<file path="src/hw/rtl/glos_pkg.sv">
`default_nettype none

package glos_pkg;

	localparam int FW = 6;
	localparam int NW = 7;
	localparam int GRID_SPAN = 128;

	localparam logic MODE_WRITE = 1'b0;
	localparam logic MODE_QUERY = 1'b1;

	localparam logic [1:0] TRACE_CORNER = 2'd0;
	localparam logic [1:0] TRACE_VEDGE  = 2'd1;
	localparam logic [1:0] TRACE_HEDGE  = 2'd2;

	typedef struct packed {
		logic          mode;
		logic [FW-1:0] src_x;
		logic [FW-1:0] src_y;
		logic [FW-1:0] dst_x;
		logic [FW-1:0] dst_y;
		logic [FW-1:0] cell_x;
		logic [FW-1:0] cell_y;
		logic          cell_clear;
	} glos_req_t;

	typedef struct packed {
		logic visible;
		logic gave_up;
	} glos_rsp_t;

	typedef struct packed {
		logic gt;
		logic lt;
	} glos_cmp_t;

	typedef enum logic [2:0] {
		ST_IDLE,
		ST_SETUP,
		ST_TINIT,
		ST_TLHS,
		ST_STEP,
		ST_TEST,
		ST_DONE
	} glos_state_t;

endpackage

`default_nettype wire

</file>
<file path="src/hw/rtl/glos_xmul.sv">
`default_nettype none

module glos_xmul #(
	parameter int A_W = 11
) (
	input  wire logic                    clk,
	input  wire logic                    load,
	input  wire logic [A_W-1:0]          a,
	input  wire logic [glos_pkg::NW-1:0] b,
	output glos_pkg::glos_cmp_t          cmp
);

	localparam int P_W = A_W + glos_pkg::NW;

	logic [P_W-1:0] prod;
	logic [P_W-1:0] lhs_q;

	assign prod = P_W'(a) * P_W'(b);

	// load holds the left-hand product; the next op compares against it
	always_ff @(posedge clk) begin
		if (load) begin
			lhs_q <= prod;
		end
	end

	always_comb begin
		cmp.gt = lhs_q > prod;
		cmp.lt = lhs_q < prod;
	end

endmodule

`default_nettype wire

</file>
<file path="config.mk">
export PLATFORM = sky130hd
export DESIGN_NAME = glos_xmul
export DESIGN_NICKNAME = d
export VERILOG_FILES = /design/src/hw/rtl/glos_pkg.sv /design/src/hw/rtl/glos_xmul.sv
export SDC_FILE = /design/constraint.sdc
export NUM_CORES = 1
export LEC_CHECK = 0
export BUFFER_PORTS_ARGS = -buffer_cell sky130_fd_sc_hd__buf_4
export CORE_MARGIN = 4
export CORE_UTILIZATION = 60
export DETAILED_ROUTE_END_ITERATION = 8
export PLACE_DENSITY = 0.78
export SLEW_MARGIN = 15
export SYNTH_ARGS = -nofsm -noshare
export SYNTH_HDL_FRONTEND = slang
export SYNTH_SLANG_ARGS = --single-unit
</file>
<file path="constraint.sdc">
create_clock -name clk -period 8.4 [get_ports clk]
set_input_delay 0.84 -clock clk [delete_from_list [all_inputs] [get_ports clk]]
set_output_delay 0.84 -clock clk [all_outputs]
set_load 0.02 [all_outputs]
</file>
==> results summary, run 1 <==
The static leakage power is 0.00191 uW. The total power draw is 1160 uW. The count of antenna-violating nets left after detailed routing is 0. The maximum fanout encountered on the critical timing path came out at 11. The mapped netlist covers 3640 sq um. The overall fraction of global-route tracks in use is 0.217. The synthesized flop and latch total came out at 18.

The sequential cells in the finished layout cover a total of 541 sq um. The DRC violations left came out at 0. A synthesized cell averages 9.28 sq um. The data required time of the critical path came out at 7.56 ns. The flip-flop count of the largest register after layout is 18. The number of enable flip-flop cells after synthesis is 18. The share of total power dissipated in combinational logic is 0.797. The part of the total power dissipated in the clock network is 0.054.

The overall routed net length is 7140 um. The share of the yosys chip area belonging to registers is 0.149. The post-detailed-route via-to-cell ratio came out at 5.63.

Summed over all nets, the half-perimeter wirelength after detailed placement is 5840 um. The cell sitting at the root of the clock tree is a sky130_fd_sc_hd__clkbuf_8. The peak clock frequency supported by timing is 0.145 GHz. Of the total power, the share spent switching nets is 0.491. The critical path is of the input port to primary output type. The largest register by flop count is lhs_q. The internal power of the cells totals 591 uW. The max-capacitance violation count is 0. The floorplan has 28 rows. The via count of the first global-routing pass is 2,839. The setup violation total in the final timing report is 0. STA classifies the critical path endpoint as a primary output.

After routing the design area is 3870 sq um. The floorplan step defined a die boundary enclosing 7370 sq um. The count of hold-fix buffers inserted at cts is 0. The initial antenna violation count is 0. The max-slew headroom at the worst pin is 0.745. The count of distinct cell types in the synthesized netlist is 43. Global routing finished with a remaining overflow of 0. The first routing iteration left 106 violations.

The final critical-path required period came out at 6.88 ns. The total inserted antenna cells came out at 0. The area growth from synthesis to layout is 6.50%. The number of top-level pins came out at 22. The routed layout has 2,701 vias. The number of levels in the clock H-tree is 1. The largest registers in the layout are lhs_q (18). Yosys printed 0 warnings. The number of detailed-routing iterations run before antenna repair came out at 5. The first global-routing pass estimated 12,800 um of wire.

The number of clock buffers inserted by TritonCTS came out at 3. The share of the clock period used by the worst path came out at 0.819. TritonCTS built the clock tree. The total of buffers placed on input and output ports is 21. The startpoint type of the worst setup path is an input port. The slew at the pin with the worst max-slew slack came out at 0.380 ns. The post-CTS setup buffer count came out at 0. No sink is reached through more buffers than the 2 on the longest clock path.

The number of failing hold endpoints at the final stage came to 0. Data arrives at the worst endpoint at 6.04 ns. After technology mapping, the gate count stands at 392. The average wire per cell in the routed design came out at 14.9 um. The fraction of synthesis flops using an asynchronous set or reset pin came out at 0. In this run, post-CTS repair resized a total of 0 instances. Setup repair after global routing left no endpoint under its margin. The number of sinks on the clock net came out at 18. The area used by multi-input combinational logic is 2800 sq um. The standard cell area after detailed placement came out at 3830 sq um.

The setup total negative slack came out at 0 ns. The number of nets handed over by synthesis was 510. Setup slack on the critical path of the routed design comes to 1.52 ns. The run finished with clean final reports. In the final layout, the share of cells above drive strength 1 is 0.0765. The maximum ir drop on the vdd rail came out at 0.179 mV.

The maximum number of pins on one net before global-route repair came out at 19. The power per unit of standard cell area came out at 300 nW/um^2. The net switching power came out at 570 uW.

The last weighted congestion value of the routability-driven placer is 0.878. The die is 85.8 um tall. After clock tree synthesis, the clock-pin slew on the worst setup and hold paths is 0.07 ns. The core region is 5890 sq um. At the end of the flow the core is filled with cells to 0.658. The tightest min-delay check is of the input port to register type.

The total number of nets in the final design came out at 524. The most used flip-flop cell after synthesis is sky130_fd_sc_hd__edfxtp_1. The number of pins with negative max-slew slack in the final report came out at 0. The worst setup timing slack at the placement stage came out at 1.52 ns. The number of fill cells in the layout is 485.

The floorplan die width is 85.8 um. The register share of total power came out at 0.149. The initial utilization of the core area, before any placement, comes to 0.618.
-- power by group through the flow --
stage	logic (uW)	clock network (uW)	registers, uW
floorplan	739	0	171
global placement	888	0	173
detailed placement	920	0	175
CTS	936	64.1	173
global route	1060	67.7	176
finish	926	62.8	173
-- logic make-up after synthesis --
kind of cell    Yosys count  share of synthesized area
buf+inv                  74                     0.0805
compound gates           56                      0.109
flops                    18                      0.149
fa+ha+maj                98                      0.428
xor+xnor                 20                     0.0482
mux                       1                    0.00275
simple gates            125                      0.182
-- cell usage after synthesis, types with 2 or more instances --
| library cell | count | share of area |
|---|---|---|
| sky130_fd_sc_hd__inv_1 | 62 | 0.064 |
| sky130_fd_sc_hd__nand4_1 | 3 | 0.0052 |
| sky130_fd_sc_hd__fa_1 | 44 | 0.24 |
| sky130_fd_sc_hd__nand2b_1 | 5 | 0.0086 |
| sky130_fd_sc_hd__nand2_1 | 26 | 0.027 |
| sky130_fd_sc_hd__ha_1 | 54 | 0.19 |
| sky130_fd_sc_hd__nand3_1 | 6 | 0.0083 |
| sky130_fd_sc_hd__a21oi_1 | 19 | 0.026 |
| sky130_fd_sc_hd__a21o_1 | 7 | 0.014 |
| sky130_fd_sc_hd__xnor2_1 | 12 | 0.029 |
| sky130_fd_sc_hd__o221ai_1 | 2 | 0.0048 |
| sky130_fd_sc_hd__o21ai_0 | 6 | 0.0083 |
| sky130_fd_sc_hd__nor3_1 | 7 | 0.0096 |
| sky130_fd_sc_hd__buf_2 | 2 | 0.0028 |
| sky130_fd_sc_hd__xor2_1 | 8 | 0.019 |
| sky130_fd_sc_hd__nor2_1 | 16 | 0.017 |
| sky130_fd_sc_hd__o21a_1 | 2 | 0.0041 |
| sky130_fd_sc_hd__edfxtp_1 | 18 | 0.15 |
| sky130_fd_sc_hd__clkbuf_1 | 7 | 0.0072 |
| sky130_fd_sc_hd__o211ai_2 | 2 | 0.0069 |
| sky130_fd_sc_hd__and2_1 | 58 | 0.10 |
| sky130_fd_sc_hd__o21ai_1 | 5 | 0.0069 |
-- layout make-up --
cell class                      count  area share
Tap cell                           75      0.0242
Timing Repair Buffer               21      0.0407
Inverter                           62      0.0601
Clock inverter                      1    0.000969
Multi-Input combinational cell    300       0.724
Clock buffer                        3      0.0107
Sequential cell                    18       0.140
-- stage by stage --
stage               instances  hold WS [ns]
finish                    480         0.971
global route              480         0.971
CTS                       480         0.970
detailed placement        476          1.24
global placement          476          1.24
floorplan                 392         0.952
-- critical path, cell delays in order --
cell and delay [ns]:
sky130_fd_sc_hd__buf_4 0.15, sky130_fd_sc_hd__and2_1 0.18, sky130_fd_sc_hd__fa_1 0.53, sky130_fd_sc_hd__inv_1 0.05, sky130_fd_sc_hd__fa_1 0.47, sky130_fd_sc_hd__inv_1 0.05, sky130_fd_sc_hd__fa_1 0.54, sky130_fd_sc_hd__inv_1 0.06
sky130_fd_sc_hd__fa_1 0.54, sky130_fd_sc_hd__inv_1 0.04, sky130_fd_sc_hd__ha_1 0.36, sky130_fd_sc_hd__o211ai_2 0.11, sky130_fd_sc_hd__a21oi_2 0.17, sky130_fd_sc_hd__o211ai_2 0.17, sky130_fd_sc_hd__o2111a_1 0.29, sky130_fd_sc_hd__nor3_1 0.28
sky130_fd_sc_hd__ha_1 0.29, sky130_fd_sc_hd__nand4_1 0.16, sky130_fd_sc_hd__nor3_1 0.10, sky130_fd_sc_hd__a2111oi_2 0.40, sky130_fd_sc_hd__a41oi_1 0.08, sky130_fd_sc_hd__buf_4 0.18
-- layer usage --
metal / global-route usage / vias up / wire length [um] / share of wire
met2: 0.383 / 49 / 3750 / 0.53
met4: 0.0432 / 0 / 90 / 0.013
met3: 0.0365 / 12 / 218 / 0.031
li1: - / 1304 / - / -
met1: 0.283 / 1336 / 3080 / 0.43
met5: 0 / - / 0 / 0
-- path summary, 6_finish.rpt --
check	from	endpoint	slack, ns	depth (start not counted)
setup / recovery	b[3]	cmp[1]	1.52	22
hold / removal	load	lhs_q[11]	0.97	1
-- placed cells by master, fill, tap and decap left out, types with 2 or more instances in the layout --
master,synthesis,layout
sky130_fd_sc_hd__nand3_1,6,6
sky130_fd_sc_hd__nand4_1,3,3
sky130_fd_sc_hd__fa_1,44,44
sky130_fd_sc_hd__a21oi_1,19,19
sky130_fd_sc_hd__a21o_1,7,7
sky130_fd_sc_hd__o21ai_0,6,6
sky130_fd_sc_hd__edfxtp_1,18,18
sky130_fd_sc_hd__ha_1,54,54
sky130_fd_sc_hd__xor2_1,8,8
sky130_fd_sc_hd__and2_1,58,58
sky130_fd_sc_hd__buf_4,1,21
sky130_fd_sc_hd__nand2_1,26,26
sky130_fd_sc_hd__o221ai_1,2,2
sky130_fd_sc_hd__inv_1,62,62
sky130_fd_sc_hd__clkbuf_8,0,3
sky130_fd_sc_hd__nor2_1,16,16
sky130_fd_sc_hd__nand2b_1,5,5
sky130_fd_sc_hd__xnor2_1,12,12
sky130_fd_sc_hd__o211ai_2,2,2
sky130_fd_sc_hd__nor3_1,7,7
sky130_fd_sc_hd__o21a_1,2,2
sky130_fd_sc_hd__o21ai_1,5,5
No activity file was read; power rests on OpenSTA's default activity.
==> inputs of run 2 (changes only) <==
clock period = 6.8 ns   (was 8.4 ns; I/O delays follow)
==> run 2 against run 1 <==
Against the previous run: first-iteration DRC count is 9.4% lower; cell area is 0.55% higher; power is 25% higher; cell count stayed put; critical endpoint unchanged; non-clock buffer count stayed put; global-route usage is 0.40 points lower; via count is 0.33% lower; sequential power is 23% higher; clock-buffer cell count stayed put.
==> results summary, run 2 (synthesis gave the netlist of run 1 again) <==
The post-route non-filler standard cell count is 480. The number of clock buffers inserted by TritonCTS came out at 3. The number of detailed-routing iterations run before antenna repair is 4. The number of top-level pins is 22. The worst setup timing slack at the placement stage is 0.284 ns. The data required time of the critical path is 6.12 ns. The detailed placer's ending HPWL came out at 5830 um. The clock tree from TritonCTS is yes.

The leftover overflow at the end of global routing came out at 0. The wire length of the first global-routing pass is 12,500 um. For this run, the total global-route usage over all layers was measured as 0.213. The share of the clock period used by the worst path is 0.960.

Along the worst path, the maximum fanout reaches 11. The setup violation total in the final timing report is 0. The master cell of the clock root buffer is sky130_fd_sc_hd__clkbuf_8. The worst setup path is of the input port to primary output kind. The count of placed standard cells including taps is 476.

The DRC violations left is 0. The slack of the critical path came out at 0.272 ns. The floorplan step set the die width to 85.8 um. In the routed layout, each cell is associated on average with a via count of 5.61. In this run the number of H-tree levels came out at 1. Of the total power, the share spent switching nets is 0.487. For this configuration, the core starts out at a cell density of 0.618. The standard cell area after detailed placement came out at 3830 sq um. met2 is the most crowded layer. At the pin with the least slew margin, the transition time is 0.365 ns. The total inserted antenna cells came out at 0. The met3 global-route usage is 0.0269. The number of gates resized after cts came out at 0. The net switching power came out at 704 uW. The clock-pin slew on the worst setup and hold paths came out at 0.07 ns. Max-cap violations in this run came to 0. The register share of total power is 0.147. The setup total negative slack came out at 0 ns.

The arrival time of data at the critical path endpoint is 5.85 ns. The tightest min-delay check is of the input port to register type. The worst hold margin is 0.807 ns. The post-CTS setup buffer count came out at 0. The internal power is 742 uW. The vertical die dimension came out at 85.8 um. The DRC marker count from the first detailed-route iteration came out at 96. The part of the total power dissipated in the clock network is 0.056.

In this run the tightest slew margin relative to its limit is 0.755. The maximum number of pins on one net before global-route repair is 19. The power per unit of standard cell area came out at 371 nW/um^2.

The largest register by flop count is lhs_q. The total of buffers placed on input and output ports came out at 21. The number of pins with negative max-slew slack in the final report is 0. The ratio of cells with drive above 1 in the final layout came out at 0.0889.

Setup repair after global routing left no endpoint under its margin. The startpoint type of the worst setup path is an input port. The category of the worst setup path capture point is a primary output. The peak clock frequency supported by timing came out at 0.153 GHz.

The most common library cell in the layout ignoring fill and taps is sky130_fd_sc_hd__inv_1. The floorplan die area came out at 7370 sq um. For this run, global-route usage on met1 was measured as 0.281. In this run the static leakage power is 0.00191 uW.

The net count of the finished layout is 524. The final route contains 2,692 vias. The overall routed net length is 7040 um. After routing the design area is 3890 sq um.

Once detail routing completed, the nets flagged for antenna violations numbered 0. The last weighted congestion value of the routability-driven placer is 0.878. The number of failing hold endpoints at the final stage is 0. The initial antenna violation count is 0.

The largest registers in the layout are lhs_q (18). The average wire per cell in the routed design is 14.7 um. The via count of the first global-routing pass was 2,787.

The synthesis-to-finish area growth is 7.09%. The run finished with clean final reports. The register with the most flip-flops in the layout has 18 of them. The area of the placeable core is 5890 sq um. The count of hold-fix buffers inserted at cts is 0. In the layout the commonest cells are sky130_fd_sc_hd__inv_1, sky130_fd_sc_hd__and2_1, sky130_fd_sc_hd__ha_1. The final critical-path required period is 6.53 ns. The maximum ir drop on the vdd rail came out at 0.201 mV. CTS saw 18 sinks. Of the total power, combinational logic draws 0.796.

In the global route stage, met2 resource usage came out at 0.373. The floorplan has 28 rows. The maximum clock insertion buffer count is 2.
run 2: cell counts in the layout (fill, tap and decap cells not counted):
Identical to the previous run, type by type.
run 2: final timing paths:
path	startpoint	end	slack [ns]	cells after the start
min	load	lhs_q[11]	0.81	1
max	b[3]	cmp[1]	0.27	22
run 2: layout make-up:
cell class	count	area, sq um
Sequential cell	18	541
Fill cell	484	1990
Clock buffer	3	41.3
Multi-Input combinational cell	300	2820
Tap cell	75	93.8
Inverter	62	233
Timing Repair Buffer	21	158
Clock inverter	1	3.75
run 2: per-layer routing:
layer | vias up | part of all wire
li1 | 1308 | -
met3 | 13 | 0.032
met1 | 1322 | 0.43
met4 | 0 | 0.016
met2 | 49 | 0.52
met5 | - | 0
run 2: per-stage QoR:
| stage | total power [uW] | utilization |
|---|---|---|
| CTS | 1440 | 0.658 |
| detailed placement | 1340 | 0.650 |
| finish | 1450 | 0.662 |
| floorplan | 1120 | - |
| global route | 1630 | 0.662 |
| global placement | 1310 | 0.650 |
run 2: critical path, stage by stage:
cell                        delay, ns
sky130_fd_sc_hd__buf_4           0.15
sky130_fd_sc_hd__and2_1          0.18
sky130_fd_sc_hd__fa_1            0.53
sky130_fd_sc_hd__inv_1           0.05
sky130_fd_sc_hd__fa_1            0.47
sky130_fd_sc_hd__inv_1           0.05
sky130_fd_sc_hd__fa_1            0.53
sky130_fd_sc_hd__inv_1           0.06
sky130_fd_sc_hd__fa_1            0.54
sky130_fd_sc_hd__inv_1           0.04
sky130_fd_sc_hd__ha_1            0.36
sky130_fd_sc_hd__o211ai_2        0.11
sky130_fd_sc_hd__a21oi_2         0.16
sky130_fd_sc_hd__o211ai_2        0.18
sky130_fd_sc_hd__o2111a_1        0.29
sky130_fd_sc_hd__nor3_1          0.25
sky130_fd_sc_hd__ha_1            0.29
sky130_fd_sc_hd__nand4_1         0.15
sky130_fd_sc_hd__nor3_1          0.10
sky130_fd_sc_hd__a2111oi_2       0.41
sky130_fd_sc_hd__a41oi_1         0.08
sky130_fd_sc_hd__buf_4           0.18
run 2: power groups by stage:
stage	Sequential [uW]	Clock, uW	Combinational [uW]
finish	213	81.5	1150
global route	217	85.8	1330
CTS	214	81.6	1140
detailed placement	216	0	1130
global placement	214	0	1100
floorplan	211	0	913
==> inputs of run 3 (changes only) <==
MAX_ROUTING_LAYER = met4   (was default)
==> run 3 against run 2 <==
Against the previous run: fmax about the same; global-route usage up 0.62 points; core utilization unchanged; power up 0.19%; clock-buffer cell count unchanged; sequential power about the same; die area unchanged; non-clock buffer count unchanged; via count down 0.26%; critical path depth unchanged; worst setup slack better by 0.0017 ns; critical path type unchanged; largest power group unchanged.
==> results summary, run 3 (synthesis gave the netlist of run 1 again) <==
The post-route non-filler standard cell count came out at 480. The initial antenna violation count is 0. From left edge to right edge, the die measures 85.8 um. The overall fraction of global-route tracks in use came out at 0.219. The most common library cell in the layout ignoring fill and taps is sky130_fd_sc_hd__inv_1. The flip-flop count of the largest register after layout came out at 18. The number of clock buffers inserted by TritonCTS came out at 3. The fraction of power consumed by combinational cells is 0.797.

The worst setup path is of the input port to primary output kind. The static leakage power came out at 0.00191 uW. The master cell of the clock root buffer is sky130_fd_sc_hd__clkbuf_8. The detailed placer's ending HPWL is 5830 um. For this design the ratio of total power to cell area is 372 nW/um^2.

Of the cells placed in the final design, the portion with a size suffix greater than 1 is 0.0889. The leftover overflow at the end of global routing came out at 0. After the first detailed-routing iteration, the DRC count stood at 97. The total inserted antenna cells is 0. The share of the clock period used by the worst path came out at 0.960. During I/O placement, the number of pins put on the boundary was 22.

In this run the worst path has a maximum fanout of 11. The internal power is 742 uW. Setup repair after global routing left no endpoint under its margin.

The number of failing hold endpoints at the final stage came out at 0. The part of the total power dissipated in the clock network came out at 0.056. The max-slew headroom at the worst pin came out at 0.754. The via count is 2,685.

The data required time of the critical path is 6.12 ns. In this run the number of H-tree levels came out at 1. In this run the number of cells on the critical path is 22. The setup violation total in the final timing report came out at 0. The last weighted congestion value of the routability-driven placer is 0.892. The register area came out at 541 sq um. Of the total power, registers draw 0.147. The flow ran to the end, and the final reports show no timing, DRC or antenna violations.

The area used by multi-input combinational logic came out at 2820 sq um. For this run, the top clock speed supported by timing is 0.153 GHz. The arrival time of data at the critical path endpoint came out at 5.85 ns. The floorplan step defined a die boundary enclosing 7370 sq um. Input and output buffers added on the ports amount to 21.

VDD sags by at most 0.201 mV. The critical path ends at cmp[1]. The clock passes through at most 2 buffers. The number of fill cells in the layout is 484. The routed design has 7070 um of wire. Max-cap violations in this run came to 0. TritonCTS built the clock tree. The average wire per cell in the routed design came out at 14.7 um. The count of antenna-violating nets left after detailed routing is 0.

In the routed design, unresolved DRC markers number 0. The top cell types in the final layout, fill and taps aside, are sky130_fd_sc_hd__inv_1, sky130_fd_sc_hd__and2_1, sky130_fd_sc_hd__ha_1. The via count of the first global-routing pass is 2,787. The largest registers in the layout are lhs_q (18). The tightest hold path in the finished design has a slack of 0.809 ns. On the critical path the largest part of the delay comes from adder cells. The number of buffers and inverters on the critical path came out at 6. The count of placed standard cells including taps is 476. The number of detailed-routing iterations run before antenna repair is 4. The slack of the critical path is 0.273 ns.

The worst hold path belongs to the class input port to register. The count of hold-fix buffers inserted at cts is 0. The starting utilization of the core area is 0.618.

The site row count is 28. The longest individual stage delay on the worst path came out at 0.54 ns. The area of the placeable core is 5890 sq um. The setup total negative slack came out at 0 ns. The net switching power is 707 uW. The category of the worst setup path capture point is a primary output. Walking the worst path, the cells encountered are buf_4 > and2_1 > fa_1 > inv_1 > fa_1 > inv_1 > fa_1 > inv_1 > fa_1 > inv_1 > ha_1 > o211ai_2 > a21oi_2 > o211ai_2 > o2111a_1 > nor3_1 > ha_1 > nand4_1 > nor3_1 > a2111oi_2 > a41oi_1 > buf_4. The slew at the pin with the worst max-slew slack is 0.367 ns.

Of the total power, the share spent switching nets is 0.488. The total number of nets in the final design came out at 524. More flip-flops sit in one register than any other, and that register is lhs_q.

The number of pins with negative max-slew slack in the final report was 0. In this run the worst setup path begins at b[3]. The wire length of the first global-routing pass came out at 12,500 um.

The vertical die dimension came out at 85.8 um. The clock-pin slew on the worst setup and hold paths came out at 0.07 ns. Prior to clock tree synthesis, the placed netlist has a worst setup slack of 0.284 ns.

STA classifies the critical path startpoint as an input port. The slowest stage of the critical path is the sky130_fd_sc_hd__fa_1 cell. The maximum number of pins on one net before global-route repair came out at 19. The final critical-path required period came out at 6.53 ns.

The area growth from synthesis to layout is 7.09%. The number of sinks on the clock net is 18. Dividing the detail-routed via count by the number of cells gives 5.59.
run 3: cell counts in the layout (fill, tap and decap cells not counted):
Identical to the previous run, type by type.
run 3: timing repair:
action | in CTS | in global routing
gates resized for setup | 0 | 5
setup buffers | 0 | 0
setup endpoints to repair | 0 | 1
hold endpoints to repair | 0 | 0
run 3: final cells by class:
class / count / area share
multi-input combinational: 300 / 0.725
clock inverter: 1 / 0.000964
sequential: 18 / 0.139
inverter: 62 / 0.0598
clock buffer: 3 / 0.0106
tap: 75 / 0.0241
timing repair buffer: 21 / 0.0405
run 3: power groups by stage:
stage	clock network (uW)	registers [uW]	logic [uW]
global placement	0	214	1100
floorplan	0	211	913
global route	85.8	217	1330
finish	81.3	213	1150
CTS	81.6	214	1140
detailed placement	0	216	1130
run 3: worst min path at each step:
stage                     startpoint         to  slack, ns  cells past startpoint
final                           load  lhs_q[11]       0.81                      1
after global routing            load  lhs_q[10]       0.81                      1
after CTS                       load  lhs_q[17]       0.80                      1
after detailed placement        load  lhs_q[14]       1.08                      1
after global placement          load  lhs_q[14]       1.08                      1
after floorplan                 load   lhs_q[0]       0.79                      0
run 3: routing by layer:
metal	vias to the layer above	share of wire	GRT usage
li1	1309	-	-
met1	1312	0.43	0.279
met2	53	0.52	0.375
met3	11	0.036	0.0269
met4	0	0.015	0.0532
met5	-	0	-
run 3: per-stage QoR:
stage	total power, uW	cell area, sq um	util
floorplan	1120	3640	-
global placement	1310	3830	0.650
detailed placement	1340	3830	0.650
CTS	1440	3870	0.658
global route	1630	3890	0.662
finish	1450	3890	0.662
